## config.mk

```make
export PLATFORM = sky130hd
export DESIGN_NAME = load_store_unit_lane_unit
export DESIGN_NICKNAME = d
export VERILOG_FILES = /design/src/hdl/lsul_pkg.sv /design/src/hdl/load_store_unit_lane_unit.sv /design/src/hdl/lsul_tail.sv
export SDC_FILE = /design/constraint.sdc
export NUM_CORES = 1
export LEC_CHECK = 0
export BUFFER_PORTS_ARGS = -buffer_cell sky130_fd_sc_hd__buf_2
export CAP_MARGIN = 30
export CORE_MARGIN = 1.5
export CORE_UTILIZATION = 45
export DETAILED_ROUTE_END_ITERATION = 16
export PLACE_DENSITY_LB_ADDON = 0.12
export SYNTH_ARGS = -nofsm -noshare
export SYNTH_HDL_FRONTEND = slang
export SYNTH_SLANG_ARGS = --single-unit
```

## constraint.sdc

```tcl
create_clock -name clk -period 32.7 [get_ports clk]
set_clock_uncertainty 0.05 [all_clocks]
set_input_delay 4.905 -clock clk [delete_from_list [all_inputs] [get_ports clk]]
set_output_delay 4.905 -clock clk [all_outputs]
set_load 0.02 [all_outputs]
```

## src/hdl/lsul_pkg.sv

```systemverilog
// ----------------------------------------------------------------------------
// lsul_pkg
// Shared types, sizes and helpers of the load/store lane.
// ----------------------------------------------------------------------------
package lsul_pkg;

    localparam int PIPE_DEPTH    = 2;
    localparam int INGRESS_DEPTH = 4;

    localparam int TAIL      = PIPE_DEPTH - 1;
    localparam int ING_PTR_W = (INGRESS_DEPTH > 1) ? $clog2(INGRESS_DEPTH) : 1;
    localparam int ING_CNT_W = $clog2(INGRESS_DEPTH + 1);
    localparam int ING_SUM_W = ING_CNT_W + 1;

    localparam logic [3:0] MASK_BYTE = 4'h1;
    localparam logic [3:0] MASK_HALF = 4'h3;
    localparam logic [3:0] MASK_WORD = 4'hF;

    typedef enum logic [1:0] {
        KIND_OTHER = 2'd0,
        KIND_LOAD  = 2'd1,
        KIND_STORE = 2'd2
    } kind_t;

    typedef enum logic [1:0] {
        SIZE_BYTE = 2'd0,
        SIZE_HALF = 2'd1,
        SIZE_WORD = 2'd2
    } size_t;

    typedef struct packed {
        kind_t              kind;
        size_t              size;
        logic               uns;
        logic signed [31:0] offset;
        logic [7:0]         tag;
        logic [63:0]        base;
        logic [63:0]        store_val;
    } op_t;

    typedef struct packed {
        logic               flush;
        logic               issue_valid;
        logic [1:0]         issue_kind;
        logic [1:0]         access_size;
        logic               load_unsigned;
        logic [63:0]        base_value;
        logic signed [31:0] offset;
        logic [63:0]        store_source;
        logic [7:0]         op_tag;
        logic               cache_accept;
        logic               cache_done;
        logic [31:0]        cache_load_word;
    } step_t;

    typedef struct packed {
        logic        wb_valid;
        logic [7:0]  wb_tag;
        logic [63:0] wb_value;
        logic [63:0] wb_address;
        logic [31:0] wb_store_data;
        logic [3:0]  wb_store_mask;
        logic        req_valid;
        logic        req_is_store;
        logic [63:0] req_address;
        logic [31:0] req_data;
        logic [3:0]  req_mask;
    } res_t;

    typedef struct packed {
        logic done;
        logic req_taken;
    } tail_status_t;

    function automatic logic [63:0] extend_load(
        input logic [31:0] word,
        input size_t       size,
        input logic        uns
    );
        logic [63:0] result;
        case (size)
            SIZE_BYTE: result = {{56{word[7] & ~uns}}, word[7:0]};
            SIZE_HALF: result = {{48{word[15] & ~uns}}, word[15:0]};
            default:   result = {{32{word[31]}}, word};
        endcase
        return result;
    endfunction

endpackage

```

## src/hdl/load_store_unit_lane_unit.sv

```systemverilog
// ----------------------------------------------------------------------------
// load_store_unit_lane_unit
// One issue lane of a load/store unit: ingress FIFO, compacting stages and a
// tail stage that talks to the cache and writes back.
// Registers: two register stages, the input register and then the result
// register; a step moves into the result register when the result side is free.
// Throughput: one step per cycle while the result side is free; the input
// register and result register hold while the result side stalls.
// Reset clears FIFO pointers, stage valid bits, request flag and handshakes.
// ----------------------------------------------------------------------------
module load_store_unit_lane_unit (
    input  logic               clk,
    input  logic               rst_n,
    input  logic               step_valid,
    output logic               step_stall,
    input  logic               flush,
    input  logic               issue_valid,
    input  logic [1:0]         issue_kind,
    input  logic [1:0]         access_size,
    input  logic               load_unsigned,
    input  logic [63:0]        base_value,
    input  logic signed [31:0] offset,
    input  logic [63:0]        store_source,
    input  logic [7:0]         op_tag,
    input  logic               cache_accept,
    input  logic               cache_done,
    input  logic [31:0]        cache_load_word,
    output logic               result_valid,
    input  logic               result_stall,
    output logic               wb_valid,
    output logic [7:0]         wb_tag,
    output logic [63:0]        wb_value,
    output logic [63:0]        wb_address,
    output logic [31:0]        wb_store_data,
    output logic [3:0]         wb_store_mask,
    output logic               req_valid,
    output logic               req_is_store,
    output logic [63:0]        req_address,
    output logic [31:0]        req_data,
    output logic [3:0]         req_mask
);

    localparam int DEPTH = lsul_pkg::INGRESS_DEPTH;
    localparam int PD    = lsul_pkg::PIPE_DEPTH;
    localparam int PW    = lsul_pkg::ING_PTR_W;
    localparam int CW    = lsul_pkg::ING_CNT_W;
    localparam int SW    = lsul_pkg::ING_SUM_W;

    logic                     step_accept;
    logic                     advance;
    logic                     in_valid_reg;
    lsul_pkg::step_t          in_reg;
    lsul_pkg::step_t          step_item;

    logic                     result_valid_reg;
    lsul_pkg::res_t           res_reg;
    lsul_pkg::res_t           res_next;

    lsul_pkg::op_t            fifo_reg [DEPTH];
    logic [PW-1:0]            head_reg;
    logic [PW-1:0]            head_next;
    logic [CW-1:0]            count_reg;
    logic [CW-1:0]            count_next;
    logic [CW-1:0]            count_pushed;

    lsul_pkg::op_t            stage_op_reg [PD];
    lsul_pkg::op_t            stage_op_next [PD];
    logic [PD-1:0]            stage_valid_reg;
    logic [PD-1:0]            stage_valid_next;
    logic                     sent_reg;
    logic                     sent_next;

    lsul_pkg::op_t            issue_op;
    logic                     push_en;
    logic [SW-1:0]            slot_sum;
    logic [PW-1:0]            push_slot;

    lsul_pkg::res_t           tail_res;
    lsul_pkg::tail_status_t   tail_status;

    assign step_item.flush           = flush;
    assign step_item.issue_valid     = issue_valid;
    assign step_item.issue_kind      = issue_kind;
    assign step_item.access_size     = access_size;
    assign step_item.load_unsigned   = load_unsigned;
    assign step_item.base_value      = base_value;
    assign step_item.offset          = offset;
    assign step_item.store_source    = store_source;
    assign step_item.op_tag          = op_tag;
    assign step_item.cache_accept    = cache_accept;
    assign step_item.cache_done      = cache_done;
    assign step_item.cache_load_word = cache_load_word;

    assign advance     = in_valid_reg && (!result_valid_reg || !result_stall);
    assign step_stall  = in_valid_reg && !advance;
    assign step_accept = step_valid && !step_stall;

    always_ff @(posedge clk or negedge rst_n)
    begin
        if (!rst_n)
        begin
            in_valid_reg <= 1'b0;
        end
        else if (step_accept)
        begin
            in_valid_reg <= 1'b1;
        end
        else if (advance)
        begin
            in_valid_reg <= 1'b0;
        end
    end

    always_ff @(posedge clk)
    begin
        if (step_accept)
        begin
            in_reg <= step_item;
        end
    end

    assign issue_op.kind      = lsul_pkg::kind_t'(in_reg.issue_kind);
    assign issue_op.size      = lsul_pkg::size_t'(in_reg.access_size);
    assign issue_op.uns       = in_reg.load_unsigned;
    assign issue_op.offset    = in_reg.offset;
    assign issue_op.tag       = in_reg.op_tag;
    assign issue_op.base      = in_reg.base_value;
    assign issue_op.store_val = in_reg.store_source;

    lsul_tail u_tail (
        .tail_valid      (stage_valid_reg[lsul_pkg::TAIL]),
        .op              (stage_op_reg[lsul_pkg::TAIL]),
        .request_sent    (sent_reg),
        .cache_accept    (in_reg.cache_accept),
        .cache_done      (in_reg.cache_done),
        .cache_load_word (in_reg.cache_load_word),
        .res             (tail_res),
        .status          (tail_status)
    );

    assign push_en   = in_reg.issue_valid && (count_reg < CW'(DEPTH));
    assign slot_sum  = SW'(head_reg) + SW'(count_reg);
    assign push_slot = (slot_sum >= SW'(DEPTH)) ? PW'(slot_sum - SW'(DEPTH))
                                                : slot_sum[PW-1:0];
    assign count_pushed = count_reg + CW'(push_en);

    always_comb
    begin
        stage_valid_next = stage_valid_reg;
        stage_op_next    = stage_op_reg;
        sent_next        = sent_reg;
        head_next        = head_reg;
        count_next       = count_reg;
        res_next         = tail_res;
        if (in_reg.flush)
        begin
            res_next         = '0;
            stage_valid_next = '0;
            sent_next        = 1'b0;
            head_next        = '0;
            count_next       = '0;
        end
        else
        begin
            if (tail_status.req_taken)
            begin
                sent_next = 1'b1;
            end
            if (tail_status.done)
            begin
                stage_valid_next[lsul_pkg::TAIL] = 1'b0;
                sent_next                        = 1'b0;
            end
            for (int d = lsul_pkg::TAIL; d > 0; d--)
            begin
                if (!stage_valid_next[d] && stage_valid_next[d-1])
                begin
                    stage_valid_next[d]   = 1'b1;
                    stage_op_next[d]      = stage_op_next[d-1];
                    stage_valid_next[d-1] = 1'b0;
                    if (d == lsul_pkg::TAIL)
                    begin
                        sent_next = 1'b0;
                    end
                end
            end
            count_next = count_pushed;
            if (!stage_valid_next[0] && (count_pushed != '0))
            begin
                stage_valid_next[0] = 1'b1;
                stage_op_next[0]    = (count_reg == '0) ? issue_op : fifo_reg[head_reg];
                head_next           = (head_reg == PW'(DEPTH - 1)) ? '0 : head_reg + 1'b1;
                count_next          = count_pushed - 1'b1;
            end
        end
    end

    always_ff @(posedge clk or negedge rst_n)
    begin
        if (!rst_n)
        begin
            stage_valid_reg <= '0;
            sent_reg        <= 1'b0;
            head_reg        <= '0;
            count_reg       <= '0;
        end
        else if (advance)
        begin
            stage_valid_reg <= stage_valid_next;
            sent_reg        <= sent_next;
            head_reg        <= head_next;
            count_reg       <= count_next;
        end
    end

    always_ff @(posedge clk)
    begin
        if (advance)
        begin
            stage_op_reg <= stage_op_next;
            if (push_en && !in_reg.flush)
            begin
                fifo_reg[push_slot] <= issue_op;
            end
        end
    end

    always_ff @(posedge clk or negedge rst_n)
    begin
        if (!rst_n)
        begin
            result_valid_reg <= 1'b0;
        end
        else if (advance)
        begin
            result_valid_reg <= 1'b1;
        end
        else if (!result_stall)
        begin
            result_valid_reg <= 1'b0;
        end
    end

    always_ff @(posedge clk)
    begin
        if (advance)
        begin
            res_reg <= res_next;
        end
    end

    assign result_valid  = result_valid_reg;
    assign wb_valid      = res_reg.wb_valid;
    assign wb_tag        = res_reg.wb_tag;
    assign wb_value      = res_reg.wb_value;
    assign wb_address    = res_reg.wb_address;
    assign wb_store_data = res_reg.wb_store_data;
    assign wb_store_mask = res_reg.wb_store_mask;
    assign req_valid     = res_reg.req_valid;
    assign req_is_store  = res_reg.req_is_store;
    assign req_address   = res_reg.req_address;
    assign req_data      = res_reg.req_data;
    assign req_mask      = res_reg.req_mask;

    a_sent_needs_tail: assert property (@(posedge clk) disable iff (!rst_n)
        sent_reg |-> stage_valid_reg[lsul_pkg::TAIL])
        else $error("request flag set with empty tail stage");

    a_count_bound: assert property (@(posedge clk) disable iff (!rst_n)
        count_reg <= CW'(DEPTH))
        else $error("ingress count above depth");

    a_stall_cause: assert property (@(posedge clk) disable iff (!rst_n)
        step_stall |-> (result_valid_reg && result_stall))
        else $error("step stalled without a held result");

    a_wb_mask_legal: assert property (@(posedge clk) disable iff (!rst_n)
        (result_valid_reg && res_reg.wb_valid && (res_reg.wb_store_mask != '0)) |->
        (res_reg.wb_store_mask == lsul_pkg::MASK_BYTE ||
         res_reg.wb_store_mask == lsul_pkg::MASK_HALF ||
         res_reg.wb_store_mask == lsul_pkg::MASK_WORD))
        else $error("illegal writeback store mask");

endmodule

```

## src/hdl/lsul_tail.sv

```systemverilog
// ----------------------------------------------------------------------------
// lsul_tail
// Tail stage of the lane: address, cache request and writeback of one op.
// ----------------------------------------------------------------------------
module lsul_tail (
    input  logic                  tail_valid,
    input  lsul_pkg::op_t         op,
    input  logic                  request_sent,
    input  logic                  cache_accept,
    input  logic                  cache_done,
    input  logic [31:0]           cache_load_word,
    output lsul_pkg::res_t        res,
    output lsul_pkg::tail_status_t status
);

    logic [63:0] addr;
    logic [63:0] value;
    logic [31:0] sdata;
    logic [3:0]  smask;

    assign addr = op.base + {{32{op.offset[31]}}, op.offset};

    always_comb
    begin
        res    = '0;
        status = '0;
        value  = '0;
        sdata  = '0;
        smask  = '0;
        if (tail_valid)
        begin
            case (op.kind)
                lsul_pkg::KIND_LOAD:
                begin
                    if (!request_sent)
                    begin
                        res.req_valid    = 1'b1;
                        res.req_address  = addr;
                        status.req_taken = cache_accept;
                    end
                    value       = lsul_pkg::extend_load(cache_load_word, op.size, op.uns);
                    status.done = cache_done;
                end
                lsul_pkg::KIND_STORE:
                begin
                    case (op.size)
                        lsul_pkg::SIZE_BYTE:
                        begin
                            sdata = {24'd0, op.store_val[7:0]};
                            smask = lsul_pkg::MASK_BYTE;
                        end
                        lsul_pkg::SIZE_HALF:
                        begin
                            sdata = {16'd0, op.store_val[15:0]};
                            smask = lsul_pkg::MASK_HALF;
                        end
                        default:
                        begin
                            sdata = op.store_val[31:0];
                            smask = lsul_pkg::MASK_WORD;
                        end
                    endcase
                    if (!request_sent)
                    begin
                        res.req_valid    = 1'b1;
                        res.req_is_store = 1'b1;
                        res.req_address  = addr;
                        res.req_data     = sdata;
                        res.req_mask     = smask;
                        status.req_taken = cache_accept;
                    end
                    status.done = cache_done;
                end
                default:
                begin
                    status.done = 1'b1;
                end
            endcase
            if (status.done)
            begin
                res.wb_valid      = 1'b1;
                res.wb_tag        = op.tag;
                res.wb_value      = value;
                res.wb_address    = addr;
                res.wb_store_data = sdata;
                res.wb_store_mask = smask;
            end
        end
    end

endmodule
```

# Word level (Yosys, flattened, before mapping)
# Memories as Yosys holds them, arrays and structs flattened. A register that Yosys moved wholly into a read port is not among the register bits.
# Cells that the tools add are included.
# totals
ff_bits	635
mem_bits_rw	692
in_bits	213
output_inout_bits	277
word_cells	129
n_memories	1
# memory_table
memory	words	width	rd	rd_clocked_by_memory_dff	write_ports	line_no	source
fifo_reg	4	173	1	1	1	load_store_unit_lane_unit.sv:59	lsul_pkg::op_t fifo_reg [DEPTH];
# classes
add_sub_neg	6
magnitude_cmp	2
n_eq_ne	5
n_mux	40
bitwise	8
reduce_logical	31
# op_table
op	n
$pmux W64 S2	2
$mux W173	1
$mux W64	2
$mux W102	1
$add A64 B64 Y64	1
$pmux W32 S2	1
$mux W32	1
$mux W1	19
$mux W2	8
$reduce_or A4 Y1	3
$pmux W4 S2	1
$logic_and A1 B1 Y1	7
$logic_not A1 Y1	7
$mux W3	2
$not A1 Y1	6
$reduce_and A3 Y1	2
$reduce_or A3 Y1	2
$add A2 B3 Y4	1
$eq A2 B1 Y1 const B	2
$eq A2 B2 Y1 const B	2
$ge A4 B3 Y1 const B	1
$mux W4	1
$reduce_and A2 Y1	2
$reduce_bool A2 Y1	2
other kinds (13)	15

# Logic depth before layout (Yosys ltp)
# Gate-level depths: netlist of the first run.
# depth
ltp_word	15
mapped_depth	11
mapped_depth_nobuf	11

# Modules after synthesis
# From an unflattened synthesis of the first run, not the netlist that was laid out.
# unflattened
hier_cells	3228
hier_area_um2	60802.1
# by_module_without_submodules
module	instances	cells_per_inst	area_each_um2	seq_area_each_um2
load_store_unit_lane_unit	1	2311	55139.1	45954.1
lsul_tail	1	917	5662.9	0.0

# Worst setup path before layout of the first run
# Ideal clock, no wire load.
# synth_path
path_kind	input port to flip-flop
startpoint	in result_stall
endpoint	reg stage_op_reg[0] in the netlist's numbering (enable)
arrival_time_ns	19.711
slack_ns	11.903
stages	4
path_buffers	1
path_cell_list	nand2_1 > nand2_1 > clkbuf_1 > nor4b_1
# synth_via
elab_chain_len	4
# synth_lines
element	line_no	source
from (decl)	load_store_unit_lane_unit.sv:29	input logic result_stall,
$logic_not A1 Y1	n/a	
$logic_or A1 B1 Y1	load_store_unit_lane_unit.sv:94	assign advance = in_valid_reg && (!result_valid_reg || !result_stall);
$logic_and A1 B1 Y1	load_store_unit_lane_unit.sv:94	
$reduce_and A3 Y1 (no line)	n/a	
to (signal assigned)	load_store_unit_lane_unit.sv:220	stage_op_reg <= stage_op_next;
to (decl)	load_store_unit_lane_unit.sv:66	lsul_pkg::op_t stage_op_reg [PD];
# No other way between the ends.
# A chain may end at the register's enable or synchronous reset.

# Worst setup path in the final report of the first run
# layout_path
startpoint	in result_stall
endpoint	out step_stall
# layout_via
elab_chain_len	5
# layout_lines
element	line_no	source
$logic_not A1 Y1	n/a	
$logic_or A1 B1 Y1	load_store_unit_lane_unit.sv:94	
$logic_and A1 B1 Y1	load_store_unit_lane_unit.sv:94	
$logic_not A1 Y1	load_store_unit_lane_unit.sv:95	assign step_stall = in_valid_reg && !advance;
$logic_and A1 B1 Y1	load_store_unit_lane_unit.sv:95	
to (decl)	load_store_unit_lane_unit.sv:15	output logic step_stall,
# No other way between the ends.

==> impl_metrics.py, run 1 <==
metrics = {
    "route": {
        "drtAntennaViolNets": 0,
        "num_vias": 25692,
        "finalWirelength_um": 113000,
        "avgRoutedWirePerCell_um": 23.9,
        "drc": 0,
        "drtIter0Drc": 2057,
        "first_pass_iters": 8,
        "viasPerCell": 5.41,
    },
    "timing": {
        "worst_pin_slew_ps": 1070,
        "finalMaxSlewViolations": 0,
        "rsz0062_at_grt": "no",
        "fin_ws_ps": 22400,
        "finalSetupViolCount": 0,
        "post-route-min-period_ps": 10300,
        "max_freq_mhz": 97.1,
        "period_share_pct": 31.5,
        "hold_viol": 0,
        "hold_ws_ps": 351,
        "tns_ps": 0,
        "relSlewSlack_pct": 28.8,
    },
    "die": {
        "core-area_um2": 109000,
        "num_rows": 121,
        "num_io_pins": 490,
        "die_w_um": 335,
        "die_h_um": 335,
        "dieArea_um2": 112000,
        "start_util_pct": 45.5,
    },
    "placement": {
        "dp_hpwl_um": 72600,
        "routabilityCongestion": 0.916,
        "pre_cts_ws_ps": 22400,
        "port_buffers": 457,
    },
    "power": {
        "swShare_pct": 24.8,
        "leakage_nw": 20.2,
        "p_sw_mw": 1.04,
        "finalPower_mw": 4.19,
        "powerDensity_nw_per_um2": 72.1,
        "p_int_mw": 3.15,
        "p_seq_share_pct": 48.9,
        "power.share.combinational_pct": 15.5,
        "vdd_drop_max_uv": 53.0,
        "power_frac_clock_pct": 35.6,
    },
    "setup_path": {
        "critPathArrivalTime_ps": 5350,
        "required_ps": 27740,
        "crit_path_end_kind": "primary output",
        "crit_type": "in -> out",
        "path_max_fanout": 3,
        "worstSetupStartpointType": "input port",
    },
    "min_path": {
        "min_path_type": "reg -> reg",
    },
    "clocking": {
        "clock-root-buffer": "clkbuf_16",
        "cts_buffers": 135,
        "ctsHoldBuffers": 0,
        "clockBufferDepth": 3,
        "cts_setup_buffers": 0,
        "clock-sinks": 1274,
        "clk-insertion-delay-late_ps": 730,
        "cts_tree": "built",
        "cts_resized": 0,
        "htreeDepth": 4,
        "path_clk_slew_ps": 60,
    },
    "synth": {
        "synth_top_family_by_area": "multiplexers",
        "yosysSeqAreaShare_pct": 77.0,
        "ys.flop_type": "edfxtp_1",
        "synth-edff-count": 1264,
        "synth_simple_gate_area_share_pct": 5.15,
        "synth_fp_nets": 2948,
        "synthXorXnorAreaFrac_pct": 0.829,
        "synthCells": 2663,
        "synth_cell_types": 75,
        "synthAdderAreaFrac_pct": 1.83,
        "yosys_warnings": 0,
        "ys_ff_latch": 1274,
        "syn_area_per_cell_um2": 18.6,
        "synth_mux_area_share_pct": 9.65,
        "ys_async_sr_fraction_pct": 0.785,
        "syn_area_um2": 49600,
        "synth_compound_area_share_pct": 4.01,
    },
    "global_route": {
        "grt_max_degree": 127,
        "antenna_found_initial": 11,
        "grt_pass1_wl_um": 168000,
        "overflow": 0,
        "grt_pass1_vias": 26579,
        "grt.total_usage_pct": 20.2,
    },
    "layout": {
        "largest_register_ffs": 564,
        "utilization_pct": 53.2,
        "drive_above_1_share_pct": 30.9,
        "final_common_cell": "edfxtp_1",
        "layout_common_cells": "edfxtp_1 (1264), buf_2 (457), clkbuf_16 (142), mux4_2 (141), mux2_2 (141)",
        "area_growth_pct": 17.0,
        "nNetsFinal": 3439,
    },
    "outcome": {
        "status": "finished clean",
    },
    "job": {
        "cap_violations": 0,
    },
}
==> final cells by class <==
class / instances / area [um^2]
inverters: 18 / 75.1
multi-input cells: 1221 / 10700
clock inverters: 72 / 664
repair buffers: 504 / 2850
fillers: 8671 / 51100
diodes: 8 / 20.0
clock buffers: 174 / 3670
flip-flops and latches: 1274 / 38200
well taps: 1476 / 1850
==> power groups by stage <==
stage          combinational, mW  clock (mW)  sequential [mW]
4_1_cts                    0.652        1.53             2.05
3_5_place_dp               0.648           0             2.08
5_1_grt                    0.704        1.59             2.06
3_3_place_gp               0.636           0             2.08
6_report                   0.649        1.49             2.05
2_1_floorplan              0.446           0             2.11
==> metal layers <==
metal,track usage (%),share of wire [%]
met1,28.1,44
met2,32.5,48
met3,3.63,5.4
met4,6.73,2.6
met5,0,0
==> Yosys cell counts (13+ instances only) <==
cell type | number | share of area [%]
nor3b_1 | 17 | 0.26
and3_1 | 43 | 0.54
nand3_1 | 14 | 0.14
xor2_1 | 21 | 0.37
nand2_1 | 116 | 0.88
buf_4 | 34 | 0.51
mux2_2 | 141 | 3.2
a21oi_1 | 111 | 1.1
nand4_1 | 41 | 0.52
mux4_2 | 141 | 6.4
o21ai_0 | 58 | 0.58
xnor2_1 | 26 | 0.46
ha_1 | 71 | 1.8
edfxtp_1 | 1264 | 76
nor3_1 | 49 | 0.49
buf_2 | 16 | 0.16
a21o_1 | 21 | 0.32
clkbuf_1 | 83 | 0.63
buf_1 | 17 | 0.13
nor2_1 | 139 | 1.1
o21bai_1 | 13 | 0.20
and2_1 | 51 | 0.64
inv_1 | 17 | 0.13
a31oi_1 | 13 | 0.16
==> worst max-delay path, stage by stage <==
cell	delay, ps
buf_2	90
nand3_1	120
inv_1	80
buf_2	160
==> stage by stage <==
step                cells  cell area [um^2]
floorplan            2663             49600
global placement     4482             53400
detailed placement   4485             53500
CTS                  4731             57800
global route         4746             58100
finish               4747             58100
==> kinds of logic (layout without fill, tap and decap cells) <==
kind of cell / count (synthesis) / in the layout
AND/OR/NAND/NOR: 510 / 510
multiplexers: 285 / 285
adder cells (fa/ha/maj): 72 / 72
buffers and inverters: 168 / 768
AO/OA/AOI/OAI: 307 / 307
other: 0 / 8
XOR/XNOR: 47 / 47
flip-flops: 1274 / 1274
==> worst paths after layout <==
check                                   from                end  slack, ps  cells after the start
hold / removal             stage_op_reg[322]  stage_op_reg[149]        350                      0
max in group asynchronous              rst_n        head_reg[1]      28340                      1
setup reg to reg                 head_reg[0]    fifo_reg[1][80]      28540                      6
setup / recovery                result_stall         step_stall      22400                      4
hold reg to reg            stage_op_reg[322]  stage_op_reg[149]        350                      0
min in group asynchronous              rst_n       result_valid       4010                      1
No activity file was read; power rests on OpenSTA's default activity.
==> inputs of run 2 (changes only) <==
==> constraint.sdc (replaced) <==
create_clock -name clk -period 9.9 [get_ports clk]
set_clock_uncertainty 0.05 [all_clocks]
set_input_delay 1.485 -clock clk [delete_from_list [all_inputs] [get_ports clk]]
set_output_delay 1.485 -clock clk [all_outputs]
set_load 0.02 [all_outputs]
==> run 2 against run 1 <==
  * Cell count is 0.15% lower
  * Flip-flop and latch count is the same
  * Hold slack lost 10 ps
  * Power rose to 3.3 times the previous value
  * Sequential power grew to 3.3 times the previous value
  * Count of clock-buffer cells in the layout shrank 12
  * Combinational power grew to 3.3 times the previous value
  * Worst setup slack worse by 17000 ps
  * Utilization is 0.063 points lower
  * Die area unchanged
  * First-iteration DRC count is 6.3% higher
  * Largest power group unchanged
  * Sequential share of layout area is 0.078 points higher
==> impl_metrics.py, run 2 (synthesis results as in run 1) <==
metrics = {
    "timing": {
        "finalMaxSlewViolations": 0,
        "finalSetupViolCount": 0,
        "post-route-min-period_ps": 4530,
        "tns_ps": 0,
        "relSlewSlack_pct": 26.5,
        "worst_pin_slew_ps": 1100,
        "max_freq_mhz": 221,
        "fin_ws_ps": 5370,
        "hold_viol": 0,
        "period_share_pct": 45.8,
        "hold_ws_ps": 341,
        "rsz0062_at_grt": "no",
    },
    "clocking": {
        "clockBufferDepth": 3,
        "path_clk_slew_ps": 60,
        "clock-root-buffer": "clkbuf_16",
        "cts_resized": 0,
        "ctsHoldBuffers": 0,
        "cts_tree": "built",
        "cts_setup_buffers": 0,
        "clock-sinks": 1274,
        "htreeDepth": 4,
        "clk-insertion-delay-late_ps": 740,
        "cts_buffers": 135,
    },
    "global_route": {
        "grt_pass1_wl_um": 169000,
        "antenna_found_initial": 13,
        "grt_max_degree": 128,
        "grt_pass1_vias": 26712,
        "overflow": 0,
        "grt.total_usage_pct": 20.4,
    },
    "layout": {
        "final_common_cell": "edfxtp_1",
        "drive_above_1_share_pct": 31.3,
        "final_area_um2": 58000,
        "area_growth_pct": 16.8,
        "largest_register_ffs": 564,
        "layout_common_cells": "edfxtp_1 (1264), buf_2 (457), mux4_2 (141), mux2_2 (141), clkbuf_16 (140)",
        "utilization_pct": 53.1,
        "nNetsFinal": 3435,
    },
    "setup_path": {
        "cp_slowest_cell": "buf_4",
        "path_cells": "buf_2, nand2_1, nand2_1, nor2_1, and2_1, nand2_1, nor2_4, buf_4, buf_4",
        "crit_type": "in -> reg",
        "crit_buf_inv": 3,
        "required_ps": 10200,
        "max_stage_delay_ps": 710,
        "worstSetupStartpointType": "input port",
        "critPathArrivalTime_ps": 4830,
        "critical-path-top-delay-family": "simple AND/OR/NAND/NOR gates",
        "crit_path_end_kind": "register",
        "path_max_fanout": 42,
        "cp_common_cell": "nand2_1",
    },
    "die": {
        "start_util_pct": 45.5,
        "num_rows": 121,
        "core-area_um2": 109000,
        "dieArea_um2": 112000,
        "die_h_um": 335,
        "num_io_pins": 490,
        "die_w_um": 335,
    },
    "route": {
        "avgRoutedWirePerCell_um": 24.1,
        "finalWirelength_um": 114000,
        "viasPerCell": 5.42,
        "first_pass_iters": 5,
        "drc": 0,
        "drtIter0Drc": 2186,
        "num_vias": 25682,
        "drtAntennaViolNets": 0,
    },
    "placement": {
        "dp_hpwl_um": 73300,
        "pre_cts_ws_ps": 4530,
        "port_buffers": 457,
        "routabilityCongestion": 0.886,
        "dpl_cell_area_um2": 53500,
    },
    "min_path": {
        "min_path_type": "reg -> reg",
    },
    "job": {
        "cap_violations": 0,
    },
    "power": {
        "powerDensity_nw_per_um2": 240,
        "vdd_drop_max_uv": 218,
        "leakage_nw": 20.2,
    },
    "outcome": {
        "status": "finished clean",
    },
}
-- run 2: cell types whose count changed in the layout (fill, tap and decap cells not counted), moves of 2 or more --
cell / previous run / this run
buf_16: 9 / 2
bufinv_16: 11 / 15
clkbuf_1: 32 / 22
clkbuf_16: 142 / 140
clkinv_2: 14 / 22
nor3_2: 5 / 3
clkinvlp_4: 1 / 6
clkinv_1: 37 / 30
buf_4: 35 / 40
diode_2: 8 / 5
-- run 2: cell type report --
type                            count  area (um^2)
Inverter                           18         75.1
Clock buffer                      162         3590
Clock inverter                     84          871
Timing Repair Buffer              500         2660
Tap cell                         1476         1850
Multi-Input combinational cell   1221        10700
Antenna cell                        5         12.5
Sequential cell                  1274        38200
Fill cell                        8618        51200
-- run 2: per-stage QoR --
stage | total power [mW] | cells
after CTS | 14.1 | 4734
after global placement | 8.98 | 4487
final | 13.9 | 4740
after floorplan | 8.40 | 2663
after global routing | 14.5 | 4740
after detailed placement | 9.03 | 4488
-- run 2: worst paths after layout --
path	startpoint	endpoint	slack [ps]	cells after the start
max	result_stall	fifo_reg[3][77]	5370	9
min	stage_op_reg[258]	stage_op_reg[85]	340	0
max reg2reg	head_reg[0]	fifo_reg[3][77]	5720	6
min reg2reg	stage_op_reg[258]	stage_op_reg[85]	340	0
max in group asynchronous	rst_n	head_reg[1]	8990	1
min in group asynchronous	rst_n	sent_reg	570	1
-- run 2: worst register-to-register path: stages, from the launching register on --
cell,delay (ps)
dfrtp_4,730
ha_1,400
xnor2_1,410
xor2_1,230
nor2_4,550
buf_4,730
buf_4,690
-- run 2: metal layers --
metal	wire [um]	part of all wire [%]	up-vias	GRT usage [%]
met5	41	0.036	-	0
met4	2640	2.3	6	6.46
met3	5820	5.1	173	3.70
met2	55000	48	755	32.9
met1	50600	44	13191	28.2
li1	-	-	11557	-
-- run 2: where the power goes --
part	switching [mW]	internal, mW	total (mW)
combinational	1.20	0.928	2.12
clock	2.05	2.99	5.03
sequential	0.226	6.53	6.76
total	3.47	10.4	13.9
